===== config.mk =====
export PLATFORM = sky130hd
export DESIGN_NAME = prx_ofifo
export DESIGN_NICKNAME = d
export VERILOG_FILES = /design/src/hdl/prx_pkg.sv /design/src/hdl/prx_ofifo.sv
export SDC_FILE = /design/constraint.sdc
export NUM_CORES = 1
export LEC_CHECK = 0
export CAP_MARGIN = 20
export CORE_MARGIN = 2
export CORE_UTILIZATION = 50
export DETAILED_ROUTE_END_ITERATION = 12
export DONT_BUFFER_PORTS = 1
export SLEW_MARGIN = 20
export SYNTH_ARGS = -nofsm -noshare
export SYNTH_HDL_FRONTEND = slang
export SYNTH_SLANG_ARGS = --single-unit
export TNS_END_PERCENT = 100

===== constraint.sdc =====
create_clock -name clk -period 10.2 [get_ports clk]
set_input_delay 1.53 -clock clk [delete_from_list [all_inputs] [get_ports clk]]
set_output_delay 1.53 -clock clk [all_outputs]
set_load 0.02 [all_outputs]

===== src/hdl/prx_pkg.sv =====
// ----------------------------------------------------------------------------
// prx_pkg: shared types and constants for the xyz point rotator
// widths, register codes, cordic arctangent table and datapath structs
// ----------------------------------------------------------------------------
`default_nettype none

package prx_pkg;

  localparam int COORD_W      = 32;
  localparam int ANGLE_W      = 16;
  localparam int COEF_W       = 18;
  localparam int COEF_FRAC    = 16;
  localparam int PROD_W       = COORD_W + COEF_W;
  localparam int SUM_W        = PROD_W + 1;
  localparam int MIX_W        = SUM_W - COEF_FRAC;
  localparam int NUM_AXES     = 3;
  localparam int AXIS_W       = 2;
  localparam int CORDIC_W     = 33;
  localparam int CORDIC_STEPS = 24;
  localparam int STEP_W       = 5;
  localparam int FIFO_DEPTH   = 8;
  localparam int FIFO_AW      = 3;
  localparam int FIFO_CW      = 4;
  localparam int ADDR_W       = 4;
  localparam int DATA_W       = 32;

  // register indexes (paddr[3:2])
  localparam logic [AXIS_W-1:0] REG_ANGLE_X = 2'd0;
  localparam logic [AXIS_W-1:0] REG_ANGLE_Y = 2'd1;
  localparam logic [AXIS_W-1:0] REG_ANGLE_Z = 2'd2;

  localparam logic signed [COEF_W-1:0]   COEF_ONE    = 18'sd65536;
  localparam logic signed [COEF_W-1:0]   COEF_ZERO   = 18'sd0;
  localparam logic signed [SUM_W-1:0]    ROUND_HALF  = 51'sd32768;
  localparam logic signed [CORDIC_W-1:0] CORDIC_GAIN = 33'sd652032874;
  localparam logic [STEP_W-1:0]          LAST_STEP   = STEP_W'(CORDIC_STEPS - 1);

  // arctangent of 2^-i in units of 2^-32 turn
  function automatic logic [31:0] atan_turn(input logic [STEP_W-1:0] i);
    logic [31:0] v;
    unique case (i)
      5'd0:    v = 32'h20000000;
      5'd1:    v = 32'h12E4051E;
      5'd2:    v = 32'h09FB385B;
      5'd3:    v = 32'h051111D4;
      5'd4:    v = 32'h028B0D43;
      5'd5:    v = 32'h0145D7E1;
      5'd6:    v = 32'h00A2F61E;
      5'd7:    v = 32'h00517C55;
      5'd8:    v = 32'h0028BE53;
      5'd9:    v = 32'h00145F2F;
      5'd10:   v = 32'h000A2F98;
      5'd11:   v = 32'h000517CC;
      5'd12:   v = 32'h00028BE6;
      5'd13:   v = 32'h000145F3;
      5'd14:   v = 32'h0000A2FA;
      5'd15:   v = 32'h0000517D;
      5'd16:   v = 32'h000028BE;
      5'd17:   v = 32'h0000145F;
      5'd18:   v = 32'h00000A30;
      5'd19:   v = 32'h00000518;
      5'd20:   v = 32'h0000028C;
      5'd21:   v = 32'h00000146;
      5'd22:   v = 32'h000000A3;
      5'd23:   v = 32'h00000051;
      default: v = 32'h00000000;
    endcase
    return v;
  endfunction

  // coefficient pair handed to one rotation cell
  typedef struct packed {
    logic                     load;
    logic signed [COEF_W-1:0] cos_q;
    logic signed [COEF_W-1:0] sin_q;
  } coef_load_t;

  // result of the shared trig unit
  typedef struct packed {
    logic                     valid;
    logic [AXIS_W-1:0]        axis;
    logic signed [COEF_W-1:0] cos_q;
    logic signed [COEF_W-1:0] sin_q;
  } trig_res_t;

  // word travelling along the chain of cells
  typedef struct packed {
    logic                      valid;
    logic signed [COORD_W-1:0] a;
    logic signed [COORD_W-1:0] b;
    logic signed [COORD_W-1:0] p;
    logic                      flag;
  } cell_word_t;

  // rotated point waiting for the output
  typedef struct packed {
    logic signed [COORD_W-1:0] x;
    logic signed [COORD_W-1:0] y;
    logic signed [COORD_W-1:0] z;
    logic                      flag;
  } point_t;

endpackage

`default_nettype wire


===== src/hdl/prx_ofifo.sv =====
// ----------------------------------------------------------------------------
// prx_ofifo: result buffer behind the chain of cells
// eight words, space guaranteed by the credit count at the input
// ----------------------------------------------------------------------------
`default_nettype none

module prx_ofifo import prx_pkg::*; (
  input  wire logic   clk,
  input  wire logic   rst_n,
  input  wire logic   wr_en,
  input  wire point_t wr_data,
  input  wire logic   rd_en,
  output logic        not_empty,
  output point_t      rd_data
);

  point_t               mem_r [FIFO_DEPTH];
  logic [FIFO_AW-1:0]   wr_ptr_r, rd_ptr_r;
  logic [FIFO_CW-1:0]   count_r, count_nxt;

  assign not_empty = (count_r != '0);
  assign rd_data   = mem_r[rd_ptr_r];

  always_comb begin
    unique case ({wr_en, rd_en})
      2'b10:   count_nxt = count_r + FIFO_CW'(1);
      2'b01:   count_nxt = count_r - FIFO_CW'(1);
      default: count_nxt = count_r;
    endcase
  end

  always_ff @(posedge clk) begin
    if (!rst_n) begin
      wr_ptr_r <= '0;
      rd_ptr_r <= '0;
      count_r  <= '0;
    end else begin
      if (wr_en) begin
        wr_ptr_r <= wr_ptr_r + FIFO_AW'(1);
      end
      if (rd_en) begin
        rd_ptr_r <= rd_ptr_r + FIFO_AW'(1);
      end
      count_r <= count_nxt;
    end
  end

  always_ff @(posedge clk) begin
    if (wr_en) begin
      mem_r[wr_ptr_r] <= wr_data;
    end
  end

endmodule

`default_nettype wire


==> results.toml <==
[status]
run_status = "finished, final reports clean"

[drt]
viasPerCell = 5.85
route.detailed.drc = 0
wirelength_mm = 56.2
wl_per_cell_um = 27.1
drtAntennaViolNets = 0
first_pass_iters = 5
drt_iter0_markers = 796
vias = 12100

[die]
ios = 199
die_area_um2 = 61500
start_util = 0.505
die_h_um = 248
num_rows = 89
core_area_um2 = 58900
die_w_um = 248

[sta]
fin_crit_ps = 5290
slew_violations = 0
slew-limit-headroom = 0.314
setup_viol = 0
fin_skew_ps = 14.6
fin_crit_sh = 0.519
rsz0062_at_grt = "false"
fin_tns_setup_ps = 0
fmax_mhz = 189
tightest_slew_ps = 1030
finalHoldViolCount = 0

[yosys]
synth_edf_count = 776
synth_top_area_frac = 0.783
synth.avg_cell_area_um2 = 25.0
ys_seq_area_frac = 0.792
synthTopCellsByArea = "edfxtp_1, mux4_2, mux2_2, dfxtp_1, buf_6"
syn-num-nets = 1297
yosys_register_bits = 789
synth_area_um2 = 29800
syn-instance-count = 1191
yosysUniqueCellTypes = 27
async_flop_share = 0
synth_flop_cell = "edfxtp_1"
yosys_warnings = 0
synth_area_leader_cell = "edfxtp_1"

[layout]
layout_commonest_cell = "edfxtp_1"
fin_cells = 2073
diodes = 0
final_cell_mix = "edfxtp_1, mux4_2, mux2_2"
layout-drive-gt1-share = 0.333
area_growth_pct = 11.4
nets = 1346

[worst_setup_path]
r2r-start = "wr_ptr_r[0]$_SDFFE_PN0P_"
cp_max_fo = 47
cp-endpoint = "rd_data[59]"
cpMostUsedCell = "buf_4"
critPathLaunchType = "register"
r2r_cells = 3
end_kind = "output pin"
rrSetupSlack_ps = 7580
crit_slowest_cell = "buf_4"
r2r-end = "mem_r[3][51]$_DFFE_PP_"
path_cells = "buf_4 -> buf_4 -> mux4_2 -> mux2_2"
cp.arrival_ps = 3760
max_stage_delay_ps = 870
setup.worst_path.class = "reg -> out"
cp.required_ps = 8670

[clock_network]
cts_buffers = 79
insertion_delay_ps = 600
clk_pin_slew_ps = 60
cts_setup_buffers = 0
cts.root.buffer_cell = "clkbuf_16"
cts_sinks = 789
htree_levels = 3
post_cts_resized = 0
clock_path_buffers = 3
cts_tree = "yes"
hold_buffers = 0

[grt]
grt_pass1_wl_mm = 82.9
antenna_found_initial = 0
grt_pass1_vias = 13000
grt_max_degree = 95
overflow = 0
gr-usage-all-layers = 0.186

[power_and_ir_drop]
power_density_nw_per_um2 = 211
peakVddDrop_mv = 0.139
power.leakage_nw = 10.1

[worst_hold_path]
min_path_type = "reg -> reg"

[placed_design]
dpl.hpwl_mm = 29.4
port-buffer-count = 0
post-place-cells = 1932
gp_congestion = 0.679

[flow_run]
cap_viol_max_count = 0
## layer usage
layer,share of wire,wire length (um),vias to the layer above,global-route usage
li1,-,-,5205,-
met2,0.50,28000,259,0.306
met1,0.41,23000,6579,0.240
met3,0.072,4070,82,0.0574
met5,0,0,-,0
met4,0.020,1120,0,0.0549
## worst min path at each step
stage                     slack, ps                     from                      end  depth (start not counted)
final                           470  count_r[3]$_SDFFE_PN0P_  count_r[3]$_SDFFE_PN0P_                          2
after CTS                       470  count_r[3]$_SDFFE_PN0P_  count_r[3]$_SDFFE_PN0P_                          2
after global placement          450  count_r[3]$_SDFFE_PN0P_  count_r[3]$_SDFFE_PN0P_                          2
after global routing            510  count_r[3]$_SDFFE_PN0P_  count_r[3]$_SDFFE_PN0P_                          2
after floorplan                 440  count_r[3]$_SDFFE_PN0P_  count_r[3]$_SDFFE_PN0P_                          2
after detailed placement        460  count_r[3]$_SDFFE_PN0P_  count_r[3]$_SDFFE_PN0P_                          2
## cell type report
cell class	count	area [um2]
Fill cell	4244	25700
Sequential cell	789	23600
Multi-Input combinational cell	344	5890
Clock buffer	108	2160
Tap cell	773	967
Clock inverter	33	345
Timing Repair Buffer	25	220
Inverter	1	3.75
## kinds of logic (layout without fill, tap and decap cells)
logic type | after synthesis | in the layout | synth area share
compound gates | 5 | 5 | 0.00118
xor+xnor | 7 | 7 | 0.00206
fa+ha+maj | 5 | 5 | 0.00210
buf+inv | 58 | 167 | 0.0124
flops | 789 | 789 | 0.792
mux | 296 | 296 | 0.185
simple gates | 31 | 31 | 0.00551
## cells in the mapped netlist, types with 4 or more instances
cell type / n
dfxtp_1: 13
mux2i_1: 4
edfxtp_1: 776
buf_6: 18
xor2_1: 4
nand2b_1: 4
nor2_1: 6
mux2_2: 98
and2_1: 6
nand2_1: 6
clkbuf_1: 23
ha_1: 5
buf_2: 13
mux4_2: 194
## report_power, final
part / switching, mW / internal, mW
registers: 0.0345 / 3.65
clock network: 1.15 / 1.66
logic: 0.282 / 0.218
## sequential cells by signal, summed over array words and instances (netlist names), named ones only
| register | cells |
|---|---|
| wr_ptr_r | 3 |
| rd_ptr_r | 3 |
| mem_r | 776 |
| count_r | 4 |
## stage by stage
step                      hold WS [ps]  utilization  worst slack, ps  total power [mW]  area (um2)
after global routing               508        0.563             4530              7.24       33200
after CTS                          470        0.563             4710              7.08       33200
final                              465        0.563             4910              6.99       33200
after global placement             452        0.520             5410              4.26       30600
after floorplan                    437            -             1340              4.18       29800
after detailed placement           461        0.520             5380              4.27       30700
## critical path: cells and delay by family (launching register included)
kind	cells	cell delay (ps)
buffers and inverters	2	1590
DFF	1	520
muxes	2	950
No activity file was read; power rests on OpenSTA's default activity.
