File: config.mk
export PLATFORM = sky130hd
export DESIGN_NAME = prx_trig
export DESIGN_NICKNAME = d
export VERILOG_FILES = /design/src/hdl/prx_pkg.sv /design/src/hdl/prx_trig.sv
export SDC_FILE = /design/constraint.sdc
export NUM_CORES = 1
export LEC_CHECK = 0
export CAP_MARGIN = 20
export CORE_UTILIZATION = 65
export DETAILED_ROUTE_END_ITERATION = 8
export DONT_BUFFER_PORTS = 1
export PLACE_DENSITY = 0.9
export SLEW_MARGIN = 0
export SYNTH_ARGS = -nofsm -noshare
export SYNTH_HDL_FRONTEND = slang
export SYNTH_SLANG_ARGS = --single-unit
File: constraint.sdc
create_clock -name clk -period 13 [get_ports clk]
set_clock_uncertainty 0.2 [all_clocks]
set_input_delay 1.3 -clock clk [delete_from_list [all_inputs] [get_ports clk]]
set_output_delay 1.3 -clock clk [all_outputs]
set_load 0.01 [all_outputs]
File: src/hdl/prx_pkg.sv
// ----------------------------------------------------------------------------
// prx_pkg: shared types and constants for the xyz point rotator
// widths, register codes, cordic arctangent table and datapath structs
// ----------------------------------------------------------------------------
`default_nettype none

package prx_pkg;

  localparam int COORD_W      = 32;
  localparam int ANGLE_W      = 16;
  localparam int COEF_W       = 18;
  localparam int COEF_FRAC    = 16;
  localparam int PROD_W       = COORD_W + COEF_W;
  localparam int SUM_W        = PROD_W + 1;
  localparam int MIX_W        = SUM_W - COEF_FRAC;
  localparam int NUM_AXES     = 3;
  localparam int AXIS_W       = 2;
  localparam int CORDIC_W     = 33;
  localparam int CORDIC_STEPS = 24;
  localparam int STEP_W       = 5;
  localparam int FIFO_DEPTH   = 8;
  localparam int FIFO_AW      = 3;
  localparam int FIFO_CW      = 4;
  localparam int ADDR_W       = 4;
  localparam int DATA_W       = 32;

  // register indexes (paddr[3:2])
  localparam logic [AXIS_W-1:0] REG_ANGLE_X = 2'd0;
  localparam logic [AXIS_W-1:0] REG_ANGLE_Y = 2'd1;
  localparam logic [AXIS_W-1:0] REG_ANGLE_Z = 2'd2;

  localparam logic signed [COEF_W-1:0]   COEF_ONE    = 18'sd65536;
  localparam logic signed [COEF_W-1:0]   COEF_ZERO   = 18'sd0;
  localparam logic signed [SUM_W-1:0]    ROUND_HALF  = 51'sd32768;
  localparam logic signed [CORDIC_W-1:0] CORDIC_GAIN = 33'sd652032874;
  localparam logic [STEP_W-1:0]          LAST_STEP   = STEP_W'(CORDIC_STEPS - 1);

  // arctangent of 2^-i in units of 2^-32 turn
  function automatic logic [31:0] atan_turn(input logic [STEP_W-1:0] i);
    logic [31:0] v;
    unique case (i)
      5'd0:    v = 32'h20000000;
      5'd1:    v = 32'h12E4051E;
      5'd2:    v = 32'h09FB385B;
      5'd3:    v = 32'h051111D4;
      5'd4:    v = 32'h028B0D43;
      5'd5:    v = 32'h0145D7E1;
      5'd6:    v = 32'h00A2F61E;
      5'd7:    v = 32'h00517C55;
      5'd8:    v = 32'h0028BE53;
      5'd9:    v = 32'h00145F2F;
      5'd10:   v = 32'h000A2F98;
      5'd11:   v = 32'h000517CC;
      5'd12:   v = 32'h00028BE6;
      5'd13:   v = 32'h000145F3;
      5'd14:   v = 32'h0000A2FA;
      5'd15:   v = 32'h0000517D;
      5'd16:   v = 32'h000028BE;
      5'd17:   v = 32'h0000145F;
      5'd18:   v = 32'h00000A30;
      5'd19:   v = 32'h00000518;
      5'd20:   v = 32'h0000028C;
      5'd21:   v = 32'h00000146;
      5'd22:   v = 32'h000000A3;
      5'd23:   v = 32'h00000051;
      default: v = 32'h00000000;
    endcase
    return v;
  endfunction

  // coefficient pair handed to one rotation cell
  typedef struct packed {
    logic                     load;
    logic signed [COEF_W-1:0] cos_q;
    logic signed [COEF_W-1:0] sin_q;
  } coef_load_t;

  // result of the shared trig unit
  typedef struct packed {
    logic                     valid;
    logic [AXIS_W-1:0]        axis;
    logic signed [COEF_W-1:0] cos_q;
    logic signed [COEF_W-1:0] sin_q;
  } trig_res_t;

  // word travelling along the chain of cells
  typedef struct packed {
    logic                      valid;
    logic signed [COORD_W-1:0] a;
    logic signed [COORD_W-1:0] b;
    logic signed [COORD_W-1:0] p;
    logic                      flag;
  } cell_word_t;

  // rotated point waiting for the output
  typedef struct packed {
    logic signed [COORD_W-1:0] x;
    logic signed [COORD_W-1:0] y;
    logic signed [COORD_W-1:0] z;
    logic                      flag;
  } point_t;

endpackage

`default_nettype wire

File: src/hdl/prx_trig.sv
// ----------------------------------------------------------------------------
// prx_trig: shared cordic unit for the rotation angles
// folds the quadrant, iterates 24 cordic steps, rounds and clamps
// ----------------------------------------------------------------------------
`default_nettype none

module prx_trig import prx_pkg::*; (
  input  wire logic                               clk,
  input  wire logic                               rst_n,
  input  wire logic [NUM_AXES-1:0]                wr_axis,
  input  wire logic [NUM_AXES-1:0][ANGLE_W-1:0]   angle,
  output trig_res_t                               res_o,
  output logic                                    busy_o
);

  typedef enum logic [2:0] {
    ST_IDLE   = 3'b001,
    ST_ITER   = 3'b010,
    ST_FINISH = 3'b100
  } trig_state_t;

  trig_state_t                 state_r, state_nxt;
  logic [NUM_AXES-1:0]         pending_r, pending_nxt;
  logic [AXIS_W-1:0]           axis_r, axis_nxt;
  logic [STEP_W-1:0]           step_r, step_nxt;
  logic [1:0]                  quad_r, quad_nxt;
  logic                        rzero_r, rzero_nxt;
  logic signed [CORDIC_W-1:0]  x_r, x_nxt, y_r, y_nxt, z_r, z_nxt;

  logic [AXIS_W-1:0]           pick;
  logic [NUM_AXES-1:0]         clear;
  logic [ANGLE_W-1:0]          sel_angle;
  logic signed [CORDIC_W-1:0]  dx, dy, atn;
  logic signed [CORDIC_W:0]    xr, yr;
  logic signed [COEF_W-1:0]    c0, s0;

  // lowest pending axis first
  always_comb begin
    priority if (pending_r[0]) begin
      pick = REG_ANGLE_X;
    end else if (pending_r[1]) begin
      pick = REG_ANGLE_Y;
    end else begin
      pick = REG_ANGLE_Z;
    end
  end

  assign sel_angle = angle[pick];
  assign dx        = y_r >>> step_r;
  assign dy        = x_r >>> step_r;
  assign atn       = $signed({1'b0, atan_turn(step_r)});

  // round off the 14 extra bits and clamp to [0, one]
  assign xr = $signed({x_r[CORDIC_W-1], x_r} + (CORDIC_W+1)'(8192)) >>> 14;
  assign yr = $signed({y_r[CORDIC_W-1], y_r} + (CORDIC_W+1)'(8192)) >>> 14;

  always_comb begin
    if (rzero_r) begin
      c0 = COEF_ONE;
    end else if (xr < 0) begin
      c0 = COEF_ZERO;
    end else if (xr > (CORDIC_W+1)'(COEF_ONE)) begin
      c0 = COEF_ONE;
    end else begin
      c0 = xr[COEF_W-1:0];
    end
    if (rzero_r) begin
      s0 = COEF_ZERO;
    end else if (yr < 0) begin
      s0 = COEF_ZERO;
    end else if (yr > (CORDIC_W+1)'(COEF_ONE)) begin
      s0 = COEF_ONE;
    end else begin
      s0 = yr[COEF_W-1:0];
    end
  end

  always_comb begin
    state_nxt   = state_r;
    axis_nxt    = axis_r;
    step_nxt    = step_r;
    quad_nxt    = quad_r;
    rzero_nxt   = rzero_r;
    x_nxt       = x_r;
    y_nxt       = y_r;
    z_nxt       = z_r;
    clear       = '0;
    res_o.valid = 1'b0;
    res_o.axis  = axis_r;
    res_o.cos_q = c0;
    res_o.sin_q = s0;

    // quadrant fold
    unique case (quad_r)
      2'd0: begin
        res_o.cos_q = c0;
        res_o.sin_q = s0;
      end
      2'd1: begin
        res_o.cos_q = -s0;
        res_o.sin_q = c0;
      end
      2'd2: begin
        res_o.cos_q = -c0;
        res_o.sin_q = -s0;
      end
      default: begin
        res_o.cos_q = s0;
        res_o.sin_q = -c0;
      end
    endcase

    unique case (state_r)
      ST_IDLE: begin
        if (|pending_r) begin
          clear       = NUM_AXES'(1) << pick;
          axis_nxt    = pick;
          step_nxt    = '0;
          quad_nxt    = sel_angle[ANGLE_W-1 -: 2];
          rzero_nxt   = (sel_angle[ANGLE_W-3:0] == '0);
          x_nxt       = CORDIC_GAIN;
          y_nxt       = '0;
          z_nxt       = $signed({3'b000, sel_angle[ANGLE_W-3:0], 16'h0000});
          state_nxt   = ST_ITER;
        end
      end
      ST_ITER: begin
        if (!z_r[CORDIC_W-1]) begin
          x_nxt = x_r - dx;
          y_nxt = y_r + dy;
          z_nxt = z_r - atn;
        end else begin
          x_nxt = x_r + dx;
          y_nxt = y_r - dy;
          z_nxt = z_r + atn;
        end
        step_nxt = step_r + STEP_W'(1);
        if (step_r == LAST_STEP) begin
          state_nxt = ST_FINISH;
        end
      end
      ST_FINISH: begin
        res_o.valid = 1'b1;
        state_nxt   = ST_IDLE;
      end
      default: begin
        state_nxt = ST_IDLE;
      end
    endcase

    // a fresh write wins over the clear of the same axis
    pending_nxt = (pending_r & ~clear) | wr_axis;
  end

  assign busy_o = (state_r != ST_IDLE) || (|pending_r);

  always_ff @(posedge clk) begin
    if (!rst_n) begin
      state_r   <= ST_IDLE;
      pending_r <= '0;
    end else begin
      state_r   <= state_nxt;
      pending_r <= pending_nxt;
    end
  end

  always_ff @(posedge clk) begin
    axis_r  <= axis_nxt;
    step_r  <= step_nxt;
    quad_r  <= quad_nxt;
    rzero_r <= rzero_nxt;
    x_r     <= x_nxt;
    y_r     <= y_nxt;
    z_r     <= z_nxt;
  end

endmodule

`default_nettype wire

==> run summary <==
number of global-route vias before repair: 19740
total power: 0.006422 W
Post-Synth Simple-Gate Area: 0.2066
Post-Synth XOR/XNOR Area: 0.08637
Hold Startpoint: pending_r[2]
setup repair after global routing missed its margin: false
antenna violations before repair: 2
Setup WS pre-CTS: 5437 ps
slew at the pin closest to its max-slew limit: 1166 ps
slowest stage cell, crit path: edfxtp_1
Syn Inst Count: 2588
TritonCTS Buffers: 17
Final setup viols: 0
largest net degree at the start of global routing: 85
Via density: 7.408
Max Freq: 128.7 MHz
DR WL/cell: 24.53 um
ANT nets after route: 0
total wire length: 70510 um
mux cell area share after synthesis: 0.1574
YS warnings: 0
Setup crit start: y_r[15]
synthesis-to-finish area growth: 3.109%
global-route wire length before repair: 108500 um
CP top delay family: simple AND/OR/NAND/NOR gates
critical path required time: 11500 ps
final worst-path cycle share: 0.5978
largest family of logic cells by synthesized area: compound AO/OA/AOI/OAI gates
Die Y: 181.3 um
Vias: 21300
grt ovf: 0
Root Buffer: clkbuf_16
mean post-synth cell area: 8.071 um2
Worst Path Arrival: 6270 ps
# DRC: 0
syn nets: 2755
Worst path max stage delay: 950 ps
Util after Layout: 0.6826
Slew HR: 0.2022
status: finished, final reports clean
cell mode on critical path: nor2_1
Post-Syn Area: 20890 um2
sequential-to-total area share from yosys stat: 0.1912
Synth Area in Adders: 0.06936
Crit. End Element: output pin
Boundary Pins: 93
starting density of the core: 0.6620
flops & latches, synth: 145
Hold Path Class: register to register
Yosys cell types: 83
CP cell instances: nand3_1 > or4b_2 > nor4_1 > or3_1 > o2111ai_1 > and2_1 > nor2_1 > inv_1 > ha_1 > o211a_1 > o21ai_1 > nor2_1 > mux2_2 > a211oi_1
Total Nets Final: 2626
setup tns final: 0 ps
Max clock buf depth: 2
Post-synth EDFFs: 109
most common cell after layout, fill and taps aside: nor2_1
CP Buf/Inv Count: 1
hold slack: 437.9 ps
CTS tree: yes
maxcap violations: 0
Synth Flop Type: edfxtp_1
power per cell area: 298.2 nW/um2
Max VDD drop: 0.1806 mV
CP Launch Type: register
P_leak: 8.059 nW
largest fanout on the critical path: 20
Compound-Gate Fraction of Synth Area: 0.2430
Slew Limit Fails: 0
Site Rows: 65
most frequent cells in the layout: nor2_1 (272), nand2_1 (219), a21oi_1 (207), o21ai_0 (162), ha_1 (111)
Die X: 181.3 um
setup ws final: 5229 ps
crit path kind: register to output pin
Hold-fix buffers, CTS: 0
CTS Sinks: 145
Final Hold Fails: 0
crit path time final: 7771 ps
first drt pass iteration count: 6
core area: 31560 um2
die area: 32860 um2
Buffers on Ports: 0
CTS-repair resized insts: 0
clock-pin slew on the worst setup and hold paths: 60 ps
Reg2Reg Launch Point: step_r[0]
First DRT Iteration DRCs: 2708
detailed placement HPWL: 50370 um
r2r setup slk: 5400 ps
GPL Wtd Cong: 1.033
H-tree depth reported by CTS: 4
Synth async-reset ratio: 0
worst skew pair latency: 460 ps
layout cell share with drive strength beyond 1: 0.09426
postcts setup bufs: 0
GRT Overall Usage: 0.4205
[synth_stat cells (all sizes together), types with 32 or more instances]
library cell,instances,area [um2]
a211oi,43,327.8
a21o,61,457.9
a21oi,207,1036
a31oi,40,250.2
and2,33,206.5
and3,45,281.5
buf,62,321.6
clkbuf,121,454.2
dfxtp,36,720.7
edfxtp,109,3273
ha,111,1389
inv,48,180.2
mux2,42,476.7
mux2i,76,760.7
mux4,91,2049
nand2,220,825.8
nand3,56,280.3
nor2,272,1021
nor2b,32,200.2
nor3,80,405.4
o21a,35,262.8
o21ai,164,820.8
xnor2,109,954.7
xor2,97,849.6
[registers in the layout, indices dropped and copies added (netlist names)]
name,cells
rzero_r,1
quad_r,2
step_r,5
axis_r,2
y_r,33
z_r,33
x_r,33
atn,30
pending_r,3
state_r,3
[layout make-up]
cell class | count | area [um2]
diodes | 1 | 2.502
clock buffers | 20 | 456.7
clock inverters | 12 | 155.1
fillers | 2535 | 10020
inverters | 50 | 190.2
multi-input cells | 2210 | 15930
flip-flops and latches | 145 | 3994
well taps | 402 | 503.0
repair buffers | 35 | 302.8
[kinds of logic after synthesis]
logic type	after synthesis
AOI/OAI and AO/OA	783
muxes	209
xor gates and xnor gates	206
DFF	145
buffers and inverters	233
and+or+nand+nor	898
adders and majority gates	114
[worst paths after layout]
| check | end | cells past startpoint |
|---|---|---|
| min reg2reg | pending_r[2] | 2 |
| max | res_o[34] | 14 |
| min | pending_r[2] | 2 |
| max reg2reg | x_r[32] | 20 |
[through the flow]
step                cell area, um2  instances
floorplan                    20890       2588
global placement             20870       2840
detailed placement           20870       2840
CTS                          21480       2872
global route                 21540       2874
finish                       21540       2875
[where the power goes]
part           internal (W)  switching, W
Combinational       0.00202       0.00293
Clock              0.000312      0.000210
Sequential         0.000673      0.000276
[tightest hold or removal path: cells and delay by family, from the launching register on]
kind / cells / cell delay, ps
AO/OA/AOI/OAI: 2 / 290
flip-flops: 1 / 310
[per-layer routing]
metal | track usage | part of all wire
met1 | 0.5099 | 0.36
met2 | 0.6618 | 0.45
met3 | 0.08950 | 0.11
met4 | 0.3061 | 0.077
met5 | 0.001481 | 0
(Power assumes the default switching activity.)
